$ cat src/rtl/pevq_clamp.sv
`default_nettype none
module pevq_clamp (
  input  wire logic        [11:0] pos_i,
  input  wire logic signed [15:0] delta_i,
  input  wire logic        [12:0] size_i,
  output logic             [11:0] pos_o
);

  logic signed [17:0] sum;
  logic signed [17:0] size_s;
  logic        [12:0] last;

  assign sum    = $signed({6'b0, pos_i}) + $signed({{2{delta_i[15]}}, delta_i});
  assign size_s = $signed({5'b0, size_i});
  assign last   = size_i - 13'd1;

  // move and clamp to the range zero to size minus one
  always_comb begin
    if (sum < 18'sd0) begin
      pos_o = 12'd0;
    end else if (sum >= size_s) begin
      pos_o = last[11:0];
    end else begin
      pos_o = sum[11:0];
    end
  end

endmodule
`default_nettype wire

$ cat config.mk
export PLATFORM = sky130hd
export DESIGN_NAME = pevq_clamp
export DESIGN_NICKNAME = d
export VERILOG_FILES = /design/src/rtl/pevq_clamp.sv
export SDC_FILE = /design/constraint.sdc
export NUM_CORES = 1
export LEC_CHECK = 0
export ABC_CLOCK_PERIOD_IN_PS = 4600
export BUFFER_PORTS_ARGS = -buffer_cell sky130_fd_sc_hd__buf_4
export CAP_MARGIN = 20
export CORE_ASPECT_RATIO = 1.75
export CORE_UTILIZATION = 48
export DETAILED_ROUTE_END_ITERATION = 10
export PLACE_DENSITY_LB_ADDON = 0.1
export SLEW_MARGIN = 25
export SYNTH_ARGS = -nofsm -noshare
export SYNTH_HDL_FRONTEND = slang
export SYNTH_SLANG_ARGS = --single-unit
$ cat constraint.sdc
create_clock -name vclk -period 4.6
set_clock_uncertainty 0.15 [all_clocks]
set_input_delay 0.46 -clock vclk [all_inputs]
set_output_delay 0.46 -clock vclk [all_outputs]
set_load 0.02 [all_outputs]
* After elaboration in Yosys (flattened, before gate mapping)
Index checks and enable logic that the tools add are counted.
** Operators by class
- Add/subtract/negate cells :: 2
- $mul :: 0
- Divide/modulo/power cells :: 0
- Magnitude comparators :: 2
- Eq/ne operators :: 0
- Shifts and indexed selects :: 0
- Muxes and demuxes :: 2
- Bitwise operators :: 0
- Reduce and logical (&&, ||, !) cells :: 0
** Operators by type and width (count)
- 2-to-1 mux 12 bit :: 2
- adder 13 x 16 -> 17 bit :: 1
- >= comparator 17 x 14 -> 1 bit :: 1
- < comparator 17 x 1 -> 1 bit, second input constant :: 1
- subtractor 12 x 1 -> 12 bit, second input constant :: 1
** Word-level totals
- Bits in registers :: 0
- Latch bits :: 0
- Memory bits (writable) :: 0
- Memory bits (read-only) :: 0
- Bits of input ports :: 41
- Output and inout port bits :: 12
- Logic and storage cells :: 6
- Memories kept :: 0

* Longest topological paths before layout
- Word-level depth :: 4
- Mapped depth :: 18
- Mapped depth without buffers :: 17

* Worst setup path before layout
Ideal clock, no wire load.
- Kind :: input-to-output
- Start point :: input port pos_i[0]
- End point :: output port pos_o[10]
- Arrival :: 3.846 ns
- Required time :: 3.990 ns
- Setup slack :: 0.144 ns
- Cell stages on the path :: 18
- Path buffers :: 1
- Cell sequence :: ha_1 inv_1 fa_1 nor2b_1 o31a_1 o2111ai_1 a21oi_1 nor2_1 o21ai_0 xor2_1 ha_1 a221oi_1 nand2_1 a31oi_1 o311ai_0 a2111o_1 buf_6 mux2_4
** Between the ends
- Cells in the longest elaborated chain, start to end :: 4
- Elaborated cells on any way between the ends :: 5
- Those cells by class :: add/sub (1); order compare (2); mux (2)
** Ends and longest elaborated chain
- start: declaration :: line 3 : input wire logic [11:0] pos_i,
- adder 13 x 16 -> 17 bit (*) :: line 13 : assign sum = $signed({6'b0, pos_i}) + $signed({{2{delta_i[15]}}, delta_i});
- >= comparator 17 x 14 -> 1 bit :: line 21 : end else if (sum >= size_s) begin
- 2-to-1 mux 12 bit :: line 21
- 2-to-1 mux 12 bit (*) :: line 19 : if (sum < 18'sd0) begin
- end: declaration :: line 6 : output logic [11:0] pos_o
Every way passes the cells marked *; elsewhere a longest branch is shown, timed or not.

* Final worst setup path
- Start point :: input port pos_i[0]
- End point :: output port pos_o[1]
Same word-level chain as after synthesis.

==> results.toml <==
[status]
status = "finished with violations"
violations = "design-rule violations"

[sta]
setup_violations = 0
fin_crit_ps = 4590
tightest_slew_ps = 468
relSlewSlack_pct = 68.8
period_share_pct = 99.7
timing.hold.ws_ps = 1240
slew_violations = 0
hold_violations = 0
timing.fmax_mhz = 218
finalSetupTns_ps = 0
rsz0062_at_grt = "true"

[cells_and_area]
nets = 332
nClkBuffers = 0
nFlopsAndLatches = 0
fin_util_pct = 72.2
drive_above_1_share_pct = 35.5
final_cells = 290
seqCellArea_um2 = 0
finish.instance_area_um2 = 2090
antenna_cells = 0
syn_to_final_growth_pct = 44.5

[placed_design]
numPlacedInstances = 287
placed_cell_area_um2 = 1950
place_congestion = 0.884
numPortBuffers = 53
dp_hpwl_um = 3380

[drt]
m1WireLength_um = 1550
drc = 10
ant_nets = 0
wl_per_cell_um = 14.1
via_per_inst = 5.79
firstDrtPassIters = 7
routed_wl_um = 4080
met2WireLength_um = 2360
drt_iter0_markers = 45
wl_met3_um = 127
top_layer = "met4"
vias = 1680

[setup_path]
crit_chain = "buf_6, ha_4, inv_2, fa_2, nor2b_2, o31a_1, o2111ai_2, a21oi_2, nor2_2, o21ai_1, xor2_1, ha_1, a221oi_2, nand2_1, a31oi_1, o311ai_1, a2111o_1, buf_6, mux2_4, buf_6"
crit_fanout = 7
start_kind = "primary input"
max_stage_delay_ps = 450
cpMaxStageDelayCell = "a2111o_1"
critPathCaptureType = "output pin"
required_ps = 3990
path_class = "primary input to output pin"
path_buf_inv = 4
crit_family = "compound AO/OA/AOI/OAI gates"
cpMostUsedCell = "buf_6"
cp.arrival_ps = 3980

[synth]
synth.avg_cell_area_um2 = 7.34
synthDistinctLibCells = 40
synth_top_cells_by_area = "ha_1 22%, mux2_4 10%, xnor2_1 10%"
synth_cells = 197
synth_top_cell_by_area = "ha_1"
synth_top_family_by_area = "compound AO/OA/AOI/OAI gates"
yosys-top-cells-count = "26 x ha_1, 25 x a21oi_1, 21 x inv_1"
synthMuxAreaShare_pct = 11.9
netlist_area_um2 = 1450
synth-simple-area-share_pct = 17.0
synthXorXnorAreaFrac_pct = 11.5
yosysTopAreaCellShare_pct = 22.5
syn_nets = 265
ys_warn_count = 0
synthAdderAreaFrac_pct = 23.9
synth_compound_area_share_pct = 28.6
ys_seq_area_share_pct = 0
synth_most_common_cell = "ha_1"

[die]
die_area_um2 = 3250
pin_count = 53
die_h_um = 74.6
fp-row-count = 26
core_area_um2 = 2900
fp.dieW_um = 43.5
initial_core_util_pct = 50.0

[global_routing]
grt_max_degree = 13
grt_antenna_before_repair = 0
grt_pass1_vias = 1579
grt_pass1_wl_um = 6400
grt_overflow = 0
grt_usage_pct = 25.0

[hold_path]
hp-class = "primary input to output pin"
min_from = "delta_i[0]"
min_to = "pos_o[0]"
whs_path_depth = 4

[power_and_ir_drop]
power.density_nw_per_um2 = 141
max-vdd-ir-drop_v = 0.0000750
p_leak_uw = 0.00104

[clocking]
postCtsHoldBufs = 0

[run]
drv.max_cap_violation_count = 0
==> worst max path at each step <==
stage | start | to | slack [ps] | cells after the start
6_report | pos_i[0] | pos_o[1] | 10 | 20
3_3_place_gp | pos_i[0] | pos_o[10] | -100 | 20
2_1_floorplan | pos_i[0] | pos_o[10] | 140 | 18
3_5_place_dp | pos_i[0] | pos_o[1] | -210 | 20
5_1_grt | pos_i[0] | pos_o[10] | -200 | 20
4_1_cts | delta_i[0] | pos_o[1] | -10 | 20
==> metal layers <==
layer,up-vias,GRT usage (%)
met2,46,54.7
met1,766,24.8
met4,0,4.17
li1,864,-
met5,-,0
met3,4,0.959
==> final cells by class <==
class                      count  area (um^2)
multi-input combinational    172         1400
fill                         253          806
timing repair buffer          69          578
inverter                      21         78.8
tap                           28         35.0
==> layout by cell type, fill, tap and decap left out, types with 3 or more instances in the layout <==
cell type | Yosys | layout
buf_4 | 0 | 53
ha_1 | 26 | 24
a21oi_1 | 25 | 23
inv_1 | 21 | 20
xnor2_1 | 17 | 17
buf_6 | 1 | 16
nand2_1 | 14 | 14
nor2_1 | 13 | 12
mux2_4 | 10 | 10
o21ai_0 | 10 | 9
a21o_1 | 6 | 6
nand3_1 | 5 | 5
o21a_1 | 4 | 4
nor4_1 | 4 | 4
nand4_1 | 3 | 3
a31oi_1 | 3 | 3
nor3_1 | 3 | 3
==> cell families after synthesis <==
family | count (synthesis)
compound gates | 64
mux | 12
simple gates | 50
xor+xnor | 19
buf+inv | 25
fa+ha+maj | 27
==> per-stage QoR <==
step	setup slack, ps	total power, uW
2_1_floorplan	144	175
3_3_place_gp	-96.5	267
3_5_place_dp	-213	271
4_1_cts	-11.9	292
5_1_grt	-201	323
6_report	13.6	294
==> power by group <==
group          switching, uW  internal [uW]  leakage [uW]
clock                      0              0             0
sequential                 0              0             0
combinational            145            150       0.00104
total                    145            150       0.00104
==> timing repair <==
item	4_1_cts	5_1_grt
pin swaps	13	13
endpoints found under the setup margin	12	12
resized for setup	27	2
cloned	0	0
buffers inserted	1	2
Note: power is estimated with default switching activity, not from simulation.
